`src/hdl/assert_macros.svh`:
```
// Assertion helpers shared by the sequencer modules.
// Each macro expects signals named clk and rst_n in the scope where it is used.
`ifndef ASSERT_MACROS_SVH
`define ASSERT_MACROS_SVH

// The expression holds at every clock edge outside reset.
`define AST_ALWAYS(lbl, expr, msg) \
  lbl: assert property (@(posedge clk) disable iff (!rst_n) (expr)) else $error(msg);

// When the antecedent holds, the consequent holds in the same cycle.
`define AST_IMPLY(lbl, ante, cons, msg) \
  lbl: assert property (@(posedge clk) disable iff (!rst_n) (ante) |-> (cons)) \
    else $error(msg);

// When the antecedent holds, the consequent holds in the next cycle.
`define AST_NEXT(lbl, ante, cons, msg) \
  lbl: assert property (@(posedge clk) disable iff (!rst_n) (ante) |=> (cons)) \
    else $error(msg);

`endif

```
`src/hdl/sas_pkg.sv`:
```
package sas_pkg;

  localparam int MAX_FRAMES_DEF = 16;
  localparam int DELAY_BITS_DEF = 16;
  localparam int QUEUE_DEPTH    = 2;

  localparam int KIND_W     = 3;
  localparam int SEL_W      = 4;
  localparam int RAW_W      = 16;
  localparam int MAG_W      = 15;
  localparam int CNT_W      = 5;
  localparam int CFG_IDX_W  = 2;
  localparam int CFG_DATA_W = 8;

  localparam logic [CFG_IDX_W-1:0] REG_FRAME_COUNT   = 2'd0;
  localparam logic [CFG_IDX_W-1:0] REG_REPEAT_ENABLE = 2'd1;

  typedef enum logic [2:0] {
    OP_TICK      = 3'd0,
    OP_PLAY      = 3'd1,
    OP_PAUSE     = 3'd2,
    OP_RESTART   = 3'd3,
    OP_SELECT    = 3'd4,
    OP_WRITE     = 3'd5,
    OP_WRITE_ALL = 3'd6,
    OP_NONE      = 3'd7
  } op_t;

  typedef enum logic [2:0] {
    ST_STOPPED  = 3'd0,
    ST_START    = 3'd1,
    ST_RUNNING  = 3'd2,
    ST_CHANGE   = 3'd3,
    ST_FINISHED = 3'd4,
    ST_PAUSED   = 3'd5
  } state_t;

  // A classified command as it waits in the queue.
  typedef struct packed {
    op_t              op;
    logic [SEL_W-1:0] sel;
    logic [MAG_W-1:0] delay;
    logic             ok;
    logic             no_frames;
  } cmd_t;

  // One result word as produced by the execution side.
  typedef struct packed {
    state_t           state;
    logic [SEL_W-1:0] frame;
    logic             accepted;
    logic             no_frames_error;
  } result_t;

endpackage

```
`src/hdl/sprite_animation_sequencer.sv`:
```
// Sprite animation frame sequencer. Each input word carries a command in in_tuser (tick, play,
// pause, restart, select frame, write one delay, write all delays) and its operands in in_tdata;
// every accepted word produces exactly one result word with the sequencer state, the current
// frame, an accepted flag for selects and delay writes, and a flag for a tick that arrives in an
// active state with no frames configured. The block sustains one word per clock cycle while
// out_tready is high: a combinational front end classifies each word against the frame count
// and places it in a two-entry queue, and the execution stage retires one command per cycle,
// when the output register is empty or being read, from the queue into a registered output,
// so a result waiting on out_tready does not stop new words being taken until the queue is
// full. An accepted word is written into the queue, and its result is then written from the
// queue into the output register, which drives out_tvalid. frame_count and repeat_enable are
// written through the cfg_ channel, which is always ready and should only be used while no
// words are in flight; a frame count is capped at the smaller of MAX_FRAMES and 31.
// The delay store is cleared by reset at once, so the block is ready for traffic once reset ends.
module sprite_animation_sequencer #(
  parameter int MAX_FRAMES = sas_pkg::MAX_FRAMES_DEF,
  parameter int DELAY_BITS = sas_pkg::DELAY_BITS_DEF
) (
  input  logic                           clk,
  input  logic                           rst_n,
  input  logic                           in_tvalid,
  output logic                           in_tready,
  // [3:0] frame_select, [19:4] delay_value (signed), [23:20] zero
  input  logic [23:0]                    in_tdata,
  // [2:0] kind
  input  logic [sas_pkg::KIND_W-1:0]     in_tuser,
  output logic                           out_tvalid,
  input  logic                           out_tready,
  // [2:0] anim_state, [6:3] frame_index, [7] accepted, [8] no_frames_error, [15:9] zero
  output logic [15:0]                    out_tdata,
  input  logic                           cfg_valid,
  output logic                           cfg_ready,
  input  logic [sas_pkg::CFG_IDX_W-1:0]  cfg_index,
  input  logic [sas_pkg::CFG_DATA_W-1:0] cfg_data
);

  localparam int FC_CAP_I = (MAX_FRAMES < 31) ? MAX_FRAMES : 31;
  localparam logic [sas_pkg::CNT_W-1:0] FC_CAP = sas_pkg::CNT_W'(FC_CAP_I);

  logic [sas_pkg::CNT_W-1:0] frame_count_r, frame_count_nxt;
  logic                      repeat_r, repeat_nxt;
  logic [sas_pkg::CNT_W-1:0] fc;

  logic             push;
  logic             pop;
  logic             q_valid;
  logic             q_full;
  sas_pkg::cmd_t    front_cmd;
  sas_pkg::cmd_t    head_cmd;
  sas_pkg::result_t res;

  // Configuration writes go straight into registers, so the channel never stalls.
  assign cfg_ready = 1'b1;

  always_comb begin
    frame_count_nxt = frame_count_r;
    repeat_nxt      = repeat_r;
    if (cfg_valid) begin
      case (cfg_index)
        sas_pkg::REG_FRAME_COUNT:   frame_count_nxt = cfg_data[sas_pkg::CNT_W-1:0];
        sas_pkg::REG_REPEAT_ENABLE: repeat_nxt      = cfg_data[0];
        default:                    frame_count_nxt = frame_count_r;
      endcase
    end
  end

  always_ff @(posedge clk) begin
    if (!rst_n) begin
      frame_count_r <= '0;
      repeat_r      <= 1'b0;
    end else begin
      frame_count_r <= frame_count_nxt;
      repeat_r      <= repeat_nxt;
    end
  end

  // Number of frames actually in use.
  assign fc = (frame_count_r > FC_CAP) ? FC_CAP : frame_count_r;

  sas_front u_front (
    .in_tvalid (in_tvalid),
    .in_tready (in_tready),
    .in_kind   (in_tuser),
    .in_sel    (in_tdata[3:0]),
    .in_delay  (in_tdata[19:4]),
    .fc        (fc),
    .q_full    (q_full),
    .push      (push),
    .cmd       (front_cmd)
  );

  sas_queue u_queue (
    .clk      (clk),
    .rst_n    (rst_n),
    .push     (push),
    .push_cmd (front_cmd),
    .pop      (pop),
    .q_valid  (q_valid),
    .q_full   (q_full),
    .head     (head_cmd)
  );

  sas_back #(
    .MAX_FRAMES (MAX_FRAMES),
    .DELAY_BITS (DELAY_BITS)
  ) u_back (
    .clk        (clk),
    .rst_n      (rst_n),
    .q_valid    (q_valid),
    .cmd        (head_cmd),
    .pop        (pop),
    .fc         (fc),
    .repeat_en  (repeat_r),
    .out_tready (out_tready),
    .out_valid  (out_tvalid),
    .res        (res)
  );

  assign out_tdata = {7'd0, res.no_frames_error, res.accepted, res.frame, res.state};

endmodule

```
`src/hdl/sas_front.sv`:
```
module sas_front (
  input  logic                            in_tvalid,
  output logic                            in_tready,
  input  logic [sas_pkg::KIND_W-1:0]      in_kind,
  input  logic [sas_pkg::SEL_W-1:0]       in_sel,
  input  logic [sas_pkg::RAW_W-1:0]       in_delay,
  input  logic [sas_pkg::CNT_W-1:0]       fc,
  input  logic                            q_full,
  output logic                            push,
  output sas_pkg::cmd_t                   cmd
);

  logic neg;
  logic sel_in_range;

  assign in_tready    = !q_full;
  assign push         = in_tvalid && !q_full;
  assign neg          = in_delay[sas_pkg::RAW_W-1];
  assign sel_in_range = {1'b0, in_sel} < fc;

  always_comb begin
    cmd.op        = sas_pkg::op_t'(in_kind);
    cmd.sel       = in_sel;
    cmd.delay     = in_delay[sas_pkg::MAG_W-1:0];
    cmd.no_frames = (fc == '0);
    case (sas_pkg::op_t'(in_kind))
      sas_pkg::OP_SELECT:    cmd.ok = sel_in_range;
      sas_pkg::OP_WRITE:     cmd.ok = sel_in_range && !neg;
      sas_pkg::OP_WRITE_ALL: cmd.ok = !neg && (fc != '0);
      default:               cmd.ok = 1'b0;
    endcase
  end

endmodule

```
`src/hdl/sas_queue.sv`:
```
`include "assert_macros.svh"

module sas_queue (
  input  logic          clk,
  input  logic          rst_n,
  input  logic          push,
  input  sas_pkg::cmd_t push_cmd,
  input  logic          pop,
  output logic          q_valid,
  output logic          q_full,
  output sas_pkg::cmd_t head
);

  localparam int DEPTH = sas_pkg::QUEUE_DEPTH;
  localparam int PTR_W = (DEPTH > 1) ? $clog2(DEPTH) : 1;
  localparam int CNT_W = $clog2(DEPTH + 1);

  sas_pkg::cmd_t    slot_r [DEPTH];
  logic [PTR_W-1:0] wr_ptr_r, wr_ptr_nxt;
  logic [PTR_W-1:0] rd_ptr_r, rd_ptr_nxt;
  logic [CNT_W-1:0] count_r, count_nxt;

  assign q_valid = (count_r != '0);
  assign q_full  = (count_r == CNT_W'(DEPTH));
  assign head    = slot_r[rd_ptr_r];

  always_comb begin
    wr_ptr_nxt = wr_ptr_r;
    rd_ptr_nxt = rd_ptr_r;
    count_nxt  = count_r;
    if (push) begin
      wr_ptr_nxt = (wr_ptr_r == PTR_W'(DEPTH - 1)) ? '0 : wr_ptr_r + 1'b1;
    end
    if (pop) begin
      rd_ptr_nxt = (rd_ptr_r == PTR_W'(DEPTH - 1)) ? '0 : rd_ptr_r + 1'b1;
    end
    if (push && !pop) begin
      count_nxt = count_r + 1'b1;
    end else if (pop && !push) begin
      count_nxt = count_r - 1'b1;
    end
  end

  always_ff @(posedge clk) begin
    if (!rst_n) begin
      wr_ptr_r <= '0;
      rd_ptr_r <= '0;
      count_r  <= '0;
    end else begin
      wr_ptr_r <= wr_ptr_nxt;
      rd_ptr_r <= rd_ptr_nxt;
      count_r  <= count_nxt;
    end
  end

  always_ff @(posedge clk) begin
    if (push) begin
      slot_r[wr_ptr_r] <= push_cmd;
    end
  end

  `AST_ALWAYS(a_count_bounded, count_r <= CNT_W'(DEPTH), "queue count above depth")
  `AST_IMPLY(a_pop_not_empty, pop, count_r != '0, "queue popped while empty")
  `AST_NEXT(a_fill_rises, push && !pop, count_r == $past(count_r) + 1'b1, "queue count lost a push")

endmodule

```
`src/hdl/sas_back.sv`:
```
`include "assert_macros.svh"

module sas_back #(
  parameter int MAX_FRAMES = sas_pkg::MAX_FRAMES_DEF,
  parameter int DELAY_BITS = sas_pkg::DELAY_BITS_DEF
) (
  input  logic                      clk,
  input  logic                      rst_n,
  input  logic                      q_valid,
  input  sas_pkg::cmd_t             cmd,
  output logic                      pop,
  input  logic [sas_pkg::CNT_W-1:0] fc,
  input  logic                      repeat_en,
  input  logic                      out_tready,
  output logic                      out_valid,
  output sas_pkg::result_t          res
);

  // Only frames below the largest usable count are ever read or written.
  localparam int DEPTH = (MAX_FRAMES < 31) ? MAX_FRAMES : 31;
  localparam int IDX_W = $clog2(DEPTH);
  localparam int DLY_W = DELAY_BITS - 1;
  localparam int WW    = DLY_W + sas_pkg::MAG_W;
  localparam int CW1   = sas_pkg::CNT_W + 1;
  localparam logic [WW-1:0] DMAX_W = WW'((64'd1 << DLY_W) - 64'd1);

  sas_pkg::state_t     state_r, state_nxt;
  logic [IDX_W-1:0]    cur_r, cur_nxt;
  logic [DELAY_BITS-1:0] el_r, el_nxt;
  logic [DLY_W-1:0]    dly_r [DEPTH];
  logic [DLY_W-1:0]    dly_nxt [DEPTH];
  logic                out_valid_r;
  sas_pkg::result_t    res_r;

  logic                  active;
  logic [DLY_W-1:0]      cur_delay;
  logic [DELAY_BITS-1:0] el_inc;
  logic                  reached;
  logic                  last;
  logic [IDX_W-1:0]      fc_last;
  logic [IDX_W-1:0]      sel_idx;
  logic [WW-1:0]         wide_delay;
  logic [WW-1:0]         clamp_w;
  logic [DLY_W-1:0]      wr_delay;
  logic                  acc;
  logic                  err;

  assign pop       = q_valid && (!out_valid_r || out_tready);
  assign out_valid = out_valid_r;
  assign res       = res_r;

  assign active     = state_r inside {[sas_pkg::ST_START:sas_pkg::ST_FINISHED]};
  assign cur_delay  = dly_r[cur_r];
  assign el_inc     = (el_r == '1) ? el_r : el_r + 1'b1;
  assign reached    = el_inc >= {1'b0, cur_delay};
  assign last       = (CW1'(cur_r) + 1'b1) >= {1'b0, fc};
  assign fc_last    = IDX_W'(fc - 1'b1);
  assign sel_idx    = IDX_W'(cmd.sel);
  assign wide_delay = WW'(cmd.delay);
  assign clamp_w    = (wide_delay > DMAX_W) ? DMAX_W : wide_delay;
  assign wr_delay   = clamp_w[DLY_W-1:0];

  // Sequencer state.
  always_comb begin
    state_nxt = state_r;
    if (pop) begin
      case (cmd.op)
        sas_pkg::OP_TICK: begin
          if (active && !cmd.no_frames) begin
            if (!reached) begin
              state_nxt = sas_pkg::ST_RUNNING;
            end else if (!last) begin
              state_nxt = sas_pkg::ST_CHANGE;
            end else if (repeat_en) begin
              state_nxt = sas_pkg::ST_FINISHED;
            end else begin
              state_nxt = sas_pkg::ST_STOPPED;
            end
          end
        end
        sas_pkg::OP_PLAY: begin
          state_nxt = (state_r == sas_pkg::ST_STOPPED) ? sas_pkg::ST_START
                                                       : sas_pkg::ST_RUNNING;
        end
        sas_pkg::OP_PAUSE:   state_nxt = sas_pkg::ST_PAUSED;
        sas_pkg::OP_RESTART: state_nxt = sas_pkg::ST_START;
        default:             state_nxt = state_r;
      endcase
    end
  end

  // Frame index, tick counter, delay store and flags.
  always_comb begin
    cur_nxt = cur_r;
    el_nxt  = el_r;
    dly_nxt = dly_r;
    acc     = 1'b0;
    err     = 1'b0;
    if (pop) begin
      case (cmd.op)
        sas_pkg::OP_TICK: begin
          if (active) begin
            if (cmd.no_frames) begin
              err = 1'b1;
            end else if (reached) begin
              el_nxt = '0;
              if (!last) begin
                cur_nxt = cur_r + 1'b1;
              end else begin
                cur_nxt = repeat_en ? '0 : fc_last;
              end
            end else begin
              el_nxt = el_inc;
            end
          end
        end
        sas_pkg::OP_RESTART: begin
          cur_nxt = '0;
          el_nxt  = '0;
        end
        sas_pkg::OP_SELECT: begin
          if (cmd.ok) begin
            cur_nxt = sel_idx;
            el_nxt  = '0;
            acc     = 1'b1;
          end
        end
        sas_pkg::OP_WRITE: begin
          if (cmd.ok) begin
            dly_nxt[sel_idx] = wr_delay;
            acc              = 1'b1;
          end
        end
        sas_pkg::OP_WRITE_ALL: begin
          if (cmd.ok) begin
            for (int i = 0; i < DEPTH; i++) begin
              if (sas_pkg::CNT_W'(i) < fc) begin
                dly_nxt[i] = wr_delay;
              end
            end
            acc = 1'b1;
          end
        end
        default: begin
          acc = 1'b0;
        end
      endcase
    end
  end

  always_ff @(posedge clk) begin
    if (!rst_n) begin
      state_r     <= sas_pkg::ST_STOPPED;
      cur_r       <= '0;
      el_r        <= '0;
      out_valid_r <= 1'b0;
      for (int i = 0; i < DEPTH; i++) begin
        dly_r[i] <= '0;
      end
    end else begin
      state_r <= state_nxt;
      cur_r   <= cur_nxt;
      el_r    <= el_nxt;
      dly_r   <= dly_nxt;
      if (pop) begin
        out_valid_r <= 1'b1;
      end else if (out_tready) begin
        out_valid_r <= 1'b0;
      end
    end
  end

  always_ff @(posedge clk) begin
    if (pop) begin
      res_r.state           <= state_nxt;
      res_r.frame           <= sas_pkg::SEL_W'(cur_nxt);
      res_r.accepted        <= acc;
      res_r.no_frames_error <= err;
    end
  end

  `AST_IMPLY(a_flags_apart, out_valid_r, !(res_r.accepted && res_r.no_frames_error), "accept and error together")
  `AST_ALWAYS(a_cur_in_store, int'(cur_r) < DEPTH, "frame index outside delay store")
  `AST_NEXT(a_restart, pop && cmd.op == sas_pkg::OP_RESTART, state_r == sas_pkg::ST_START && cur_r == '0, "restart not applied")

endmodule
```
`config.mk`:
```
export PLATFORM = sky130hd
export DESIGN_NAME = sprite_animation_sequencer
export DESIGN_NICKNAME = d
export VERILOG_FILES = /design/src/hdl/sas_pkg.sv /design/src/hdl/sprite_animation_sequencer.sv /design/src/hdl/sas_front.sv /design/src/hdl/sas_queue.sv /design/src/hdl/sas_back.sv
export VERILOG_INCLUDE_DIRS = /design/src /design/src/hdl
export SDC_FILE = /design/constraint.sdc
export NUM_CORES = 1
export LEC_CHECK = 0
export ABC_AREA = 1
export BUFFER_PORTS_ARGS = -buffer_cell sky130_fd_sc_hd__buf_2
export CORE_MARGIN = 4
export CORE_UTILIZATION = 40
export CTS_CLUSTER_SIZE = 12
export DETAILED_ROUTE_END_ITERATION = 10
export PLACE_DENSITY = 0.68
export SETUP_SLACK_MARGIN = 0.05
export SLEW_MARGIN = 20
export SYNTH_ARGS = -nofsm -noshare
export SYNTH_HDL_FRONTEND = slang
export SYNTH_HIERARCHICAL = 1
export SYNTH_SLANG_ARGS = --single-unit
export TNS_END_PERCENT = 20
```
`constraint.sdc`:
```
create_clock -name clk -period 3 [get_ports clk]
set_input_delay 0.75 -clock clk [delete_from_list [all_inputs] [get_ports clk]]
set_output_delay 0.75 -clock clk [all_outputs]
set_load 0.005 [all_outputs]
```
### Word level (Yosys, flattened, before mapping)

Memory sizes are Yosys's and may differ from the RTL's. A register that Yosys moved wholly into a read port is not among the register bits.
Cells that the tools add are included.

| word-level totals | value |
|---|---|
| logic and storage cells | 207 |
| memories kept | 1 |
| bits in writable memories | 48 |
| memory bits (read-only) | 0 |
| register bits | 283 |
| bits in latches | 0 |

Memory list:

| name | words | width | read ports | clocked after Yosys merged registers in | wr ports | RTL line | RTL |
|---|---|---|---|---|---|---|---|
| u_queue.slot_r | 2 | 24 | 1 | 1 | 1 | sas_queue.sv:18 | `sas_pkg::cmd_t slot_r [DEPTH];` |

| cells by class | value |
|---|---|
| shift operators | 0 |
| div/mod/pow operators | 0 |
| $add $sub $neg | 8 |
| magnitude comparators | 26 |
| equality and inequality tests | 33 |
| bitwise gates (word level) | 2 |
| reductions and logical operators | 47 |
| mux-type cells | 61 |
| multipliers | 0 |

Operators by type and width:

| operator | number |
|---|---|
| $mux W240 | 2 |
| $pmux W240 S2 | 1 |
| $mux W15 | 20 |
| $bwmux W240 | 1 |
| $reduce_and A5 Y1 | 17 |
| $mux W16 | 5 |
| $bmux W15 S4 | 1 |
| $demux W15 S4 | 1 |
| $pmux W16 S3 | 1 |
| $lt A4 B5 Y1 const A | 8 |
| $ne A2 B1 Y1 const B | 17 |
| $mux W4 | 7 |
| $lt A3 B5 Y1 const A | 4 |
| $eq A3 B3 Y1 const B | 6 |
| $add A16 B1 Y16 const B | 1 |
| $eq A16 B16 Y1 const B | 1 |
| $ge A16 B15 Y1 | 1 |
| $gt A15 B15 Y1 const B | 1 |
| $mux W3 | 5 |
| $pmux W3 S4 | 1 |
| $pmux W4 S3 | 1 |
| $ge A5 B5 Y1 const B | 2 |
| $lt A1 B5 Y1 const A | 2 |
| $lt A2 B5 Y1 const A | 2 |
| other kinds (33) | 69 |

### Logic depth before layout (Yosys ltp)

| logic depth | value |
|---|---|
| depth in word-level cells | 10 |
| gate-level depth with buffers | 29 |
| gate-level depth less buffers | 27 |

### Hierarchy

Netlist, hierarchy kept.

By module, submodules not included:

| module | area an instance (um^2) | times used | cells an instance |
|---|---|---|---|
| sas_back | 13200.2 | 1 | 1913 |
| sas_queue | 2065.7 | 1 | 110 |
| sprite_animation_sequencer | 382.9 | 1 | 58 |
| sas_front | 324.1 | 1 | 53 |

### Worst setup path before layout

No wires, ideal clock.

| timing path | value |
|---|---|
| kind | register to register |
| start point | register u_back.el_r[0] |
| end point | register u_back.res_r, in the netlist u_back/res[4], data pin |
| period minus slack after synthesis | 3.019 ns |
| cell stages (with the launch flop) | 25 |
| slack | -0.019 ns |
| data required time | 2.744 ns |
| arrival time | 2.764 ns |
| path buffers | 0 |
| path through | dfxtp_1 -> ha_1 -> nand3_1 -> nor2_1 -> nand2_1 -> nor2_1 -> nand2_1 -> nand2_1 -> nor2_1 -> nand2_1 -> xnor2_1 -> ha_1 -> inv_1 -> o31ai_1 -> nand2_1 -> nand2_1 -> nor2_1 -> nand2_1 -> nand2_2 -> inv_2 -> nand2_1 -> nand3_1 -> nand2_1 -> o21ai_1 -> inv_1 |

| on the way | value |
|---|---|
| cells in the longest elaborated chain, start to end | 8 |
| elaborated cells between the ends (all ways) | 9 |

Ends and longest elaborated chain:

| item | RTL line | RTL |
|---|---|---|
| from (decl) | sas_back.sv:29 | `logic [DELAY_BITS-1:0] el_r, el_nxt;` |
| from (signal assigned) | sas_back.sv:163 | `el_r <= el_nxt;` |
| $add A16 B1 Y16 or $eq A16 B16 Y1 (tied branches) | sas_back.sv:54 | `assign el_inc = (el_r == '1) ? el_r : el_r + 1'b1;` |
| $mux W16 * | sas_back.sv:54 |  |
| $ge A16 B15 Y1 * | sas_back.sv:55 | `assign reached = el_inc >= {1'b0, cur_delay};` |
| $mux W4 * | sas_back.sv:105 | `end else if (reached) begin` |
| $mux W4 * | sas_back.sv:103 | `if (cmd.no_frames) begin` |
| $mux W4 * | sas_back.sv:102 | `if (active) begin` |
| $pmux W4 S3 * | sas_back.sv:100 | `case (cmd.op)` |
| $mux W4 * | sas_back.sv:99 | `if (pop) begin` |
| via u_back.cur_nxt[2] | sas_back.sv:28 | `logic [IDX_W-1:0] cur_r, cur_nxt;` |
| to (decl) | sas_back.sv:33 | `sas_pkg::result_t res_r;` |

The timed path passes the listed nets; every way through them passes the cells marked *.
A chain may end at the register's enable or synchronous reset.

### Worst setup path after layout

| timing path | value |
|---|---|
| start point | register u_back.cur_r[0] |
| end point | register u_back.res_r, in the netlist u_back/res[4], data pin |

| on the way | value |
|---|---|
| cells in the longest elaborated chain, start to end | 10 |
| elaborated cells between the ends (all ways) | 14 |

Ends and longest elaborated chain:

| item | RTL line | RTL |
|---|---|---|
| from (decl) | sas_back.sv:28 |  |
| from (signal assigned) | sas_back.sv:162 | `cur_r <= cur_nxt;` |
| $not A4 Y5 (not written as such) | sas_back.sv:53 | `assign cur_delay = dly_r[cur_r];` |
| $bmux W15 S4 | sas_back.sv:53 |  |
| $mux W15 (not written as such) (2 in a row) | sas_back.sv:53 |  |
| $ge A16 B15 Y1 | sas_back.sv:55 |  |
| $mux W4 * | sas_back.sv:105 |  |
| $mux W4 * | sas_back.sv:103 |  |
| $mux W4 * | sas_back.sv:102 |  |
| $pmux W4 S3 * | sas_back.sv:100 |  |
| $mux W4 * | sas_back.sv:99 |  |
| via u_back.cur_nxt[2] | sas_back.sv:28 |  |

The timed path passes the listed nets; every way through them passes the cells marked *. The select of a mux whose other input is x is not followed.

==> impl_results.md <==
- Pwr/cell area: 862.4 mW/mm^2
- CTS tree: done
- Post-synth ARST share: 0%
- Worst skew pair latency: 0.54 ns
- Max Transition Viols Final: 0
- CP dominant cell by count: nand2_1
- Post-synthesis sequential area ratio: 45.18%
- Sw Share: 38.99%
- Clock Skew: 0.01742 ns
- H-tree Lvls: 2
- Routed length per instance: 17.23 um
- Layout area overhead: 18.20%
- Clk buf depth: 3
- CP endpoint kind: flop
- Share of cells above drive strength 1: 16.89%
- Pin count of the biggest net entering global routing: 116
- Clock sink count: 332
- First-pass GRT wire length: 73,840 um
- Clock power frac: 26.7%
- Die width: 207.8 um
- Core Region: 0.03910 sq mm
- Post-synth EDFFs: 57
- First element of the critical path: u_back/cur_r[0]
- Worst r2r path cells: 21
- Max VDD drop: 0.6537 mV
- Setup CP Type: reg -> reg
- Sw Pwr: 6.348 mW
- Die Y-Extent: 207.8 um
- Register share of total power: 31.7%
- Leakage: 7.569 nW
- Status: complete, but fails checks
- Crit start category: flop
- Most frequent cell after synthesis: nor2_1
- Synth Register Bits: 332
- Post-route ant nets: 0
- Synth Instances: 2,134
- Router iterations before antenna repair: 6
- Dominant cell type by area after synthesis: dfxtp_1
- R2R Path Start: u_back/cur_r[0]
- Slowest cell on crit path: dfxtp_4
- Mapped Area: 0.01597 sq mm
- DP Cell Count: 2,652
- Initial Util: 40.85%
- RSZ-0062 raised after global routing: true
- Hold Crit Class: in -> reg
- Hold-critical path depth: 1
- Flop-to-flop setup slack: -0.24 ns
- Initial DRC Count: 1,559
- Vias in the first global route: 13,640
- Overall routing resource usage: 20.71%
- Critical path cell sequence: buf_12 -> clkinv_16 -> buf_6 -> o21ai_1 -> o21ai_1 -> o211ai_1 -> nand2_1 -> inv_1 -> ha_1 -> a21oi_2 -> o31ai_2 -> nand2_1 -> nand2_1 -> nor2_1 -> nand2_2 -> nand2_4 -> nand2_1 -> nand3_2 -> nand2_2 -> o21ai_2 -> inv_1
- # nets final: 2,262
- HP Start: in_tdata[13]
- Int Pwr: 9.933 mW
- Fin. Hold Viols: 0
- RR Endpoint: u_back/res[4]
- Mean number of vias per cell: 5.368
- Max_cap viols: 0
- Residual DRC count: 0
- Top_reg_cell synth: dfxtp_1
- Most frequent cells after synthesis: nor2_1, o21ai_0, dfxtp_1
- Final total power: 16.28 mW
- Number of fill cells: 3,770
- Gr ovfl total: 0
- Max-slew headroom: 48.11%
- Comb power frac: 41.6%
- CTS Buf Count: 38
- Worst-path clk slew: 0.06 ns
- Worst-margin pin slew: 0.7759 ns
- Root Buffer: clkbuf_16
- Ports: 61
- Final non-filler cell total: 2,739
- Synth cell types: 50
- Final setup vio count: 29
- Fmax: 0.3087 GHz
- Delay of the slowest critical-path stage: 0.36 ns
- Critical path data required time: 3.29 ns
- Post-Route WL: 47,200 um
- Hold EP: u_queue/slot_r[1][11]
- DIE AREA: 0.04319 sq mm
- Max Fanout on Critical Path: 8
- WP data arrival: 3.53 ns
- Area share of the largest cell type after synthesis: 34.47%
- Worst Slack Setup Final: -0.2393 ns
- Final Wtd Congestion: 0.8681
- YS warnings: 6
- DR vias: 14,700
- Top cells by area, synth: dfxtp_1, nor2_1, o21ai_0
- Syn Area/Cell: 7.485 sq um
- Violated checks: negative setup slack
- Util after Layout: 48.29%
- I/O Buffers: 45
- Row count: 72
- Final worst path period need: 3.239 ns
- Initial antenna violation count: 0
- Final worst-path cycle share: 108.0%
- Hpwl dp: 29,550 um
## logic make-up (layout without fill, tap and decap cells)
| logic type | Yosys count | after routing | synth area share [%] |
|---|---|---|---|
| fa+ha+maj | 27 | 27 | 2.115 |
| flops | 332 | 332 | 45.18 |
| buf+inv | 340 | 420 | 9.267 |
| mux | 25 | 25 | 2.225 |
| other cells | 2 | 9 | 0.04702 |
| simple gates | 769 | 769 | 19.38 |
| compound gates | 624 | 624 | 20.96 |
| xor+xnor | 15 | 15 | 0.8225 |
## layout make-up
class / instances / area (sq um) / share of cell area (%)
diodes: 1 / 2.502 / 0.01325
clock buffers: 58 / 1090 / 5.772
clock inverters: 9 / 70.07 / 0.3711
inverters: 170 / 679.4 / 3.599
multi-input cells: 1468 / 7577 / 40.14
flip-flops and latches: 332 / 7223 / 38.26
well taps: 518 / 648.1 / 3.433
repair buffers: 180 / 1545 / 8.185
repair inverters: 3 / 43.79 / 0.2320
## layer usage
metal  up-vias  share of wire (%)  track usage (%)
met3        83                7.7            3.053
met4         0                2.9            6.116
met2       564                 46            33.45
li1       7184                  -                -
met1      6872                 44            28.94
met5         -                  0                0
## power groups by stage
stage          Clock [mW]  Sequential [mW]  Combinational (mW)
4_1_cts              4.41             5.16                6.46
3_5_place_dp            0             5.25                5.89
3_3_place_gp            0             5.23                5.82
6_report             4.35             5.17                6.77
5_1_grt              4.61             5.21                7.34
2_1_floorplan           0             5.21                3.72
## placed cells by master, fill, tap and decap left out, types with 8 or more instances in the layout
| master | instances |
|---|---|
| a21oi_2 | 10 |
| clkbuf_16 | 38 |
| nand2_2 | 14 |
| o21ai_1 | 60 |
| buf_2 | 44 |
| a21oi_1 | 137 |
| buf_4 | 108 |
| xor2_1 | 11 |
| nor2_1 | 499 |
| o221ai_1 | 17 |
| o211ai_1 | 41 |
| inv_2 | 30 |
| o21ai_2 | 8 |
| nand2_1 | 156 |
| mux2_4 | 20 |
| clkbuf_1 | 13 |
| nor2_2 | 13 |
| ha_1 | 23 |
| nor3_1 | 9 |
| dfxtp_1 | 272 |
| buf_12 | 14 |
| o21ai_0 | 327 |
| inv_1 | 134 |
| nand3_1 | 48 |
| conb_1 | 8 |
| edfxtp_1 | 57 |
## how the worst max path moves through the flow
stage                          endpoint  slack (ns)  cells past startpoint
after global placement    u_back/res[4]       -0.43                     21
after floorplan           u_back/res[4]        0.05                     22
final                     u_back/res[4]       -0.24                     21
after global routing      u_back/res[3]       -0.38                     27
after CTS                 u_back/res[5]       -0.09                     22
after detailed placement  u_back/res[4]       -0.46                     21
## timing repair
item	CTS	global route
hold endpoints to repair	0	0
gates resized for setup	72	61
setup endpoints to repair	29	45
cloned	6	0
buffers inserted	8	6
pin swaps	31	29
hold buffers	0	0
## critical path: cells and delay by family (launching register included)
kind            cells  cell delay (ns)
fa+ha+maj           1             0.25
simple gates        9             0.93
flops               1             0.36
compound gates      6             0.84
buf+inv             5             0.58
## through the flow
step	hold slack, ns	TNS, ns	worst slack, ns	area (sq um)
2_1_floorplan	0.4237	0	0.05179	16010
3_3_place_gp	0.4331	-9.425	-0.4277	17080
3_5_place_dp	0.4368	-9.491	-0.4633	17080
4_1_cts	0.3755	-0.5213	-0.08670	18640
5_1_grt	0.3815	-7.517	-0.3761	18880
6_report	0.4010	-3.615	-0.2393	18880
## state kept, by name, summed over array words and instances, names as in the netlist, named ones only
| signal | cells |
|---|---|
| u_back/res | 9 |
| u_back/out_valid | 1 |
| u_back/cur_r | 4 |
| u_queue/wr_ptr_r | 1 |
| frame_count_r | 5 |
| u_queue/count_r | 2 |
| u_back/state_r | 3 |
| u_queue/slot_r | 48 |
| u_back/el_r | 16 |
| u_queue/rd_ptr_r | 1 |
| repeat_r | 1 |
| u_back/dly_r | 240 |
(Power assumes the default switching activity.)
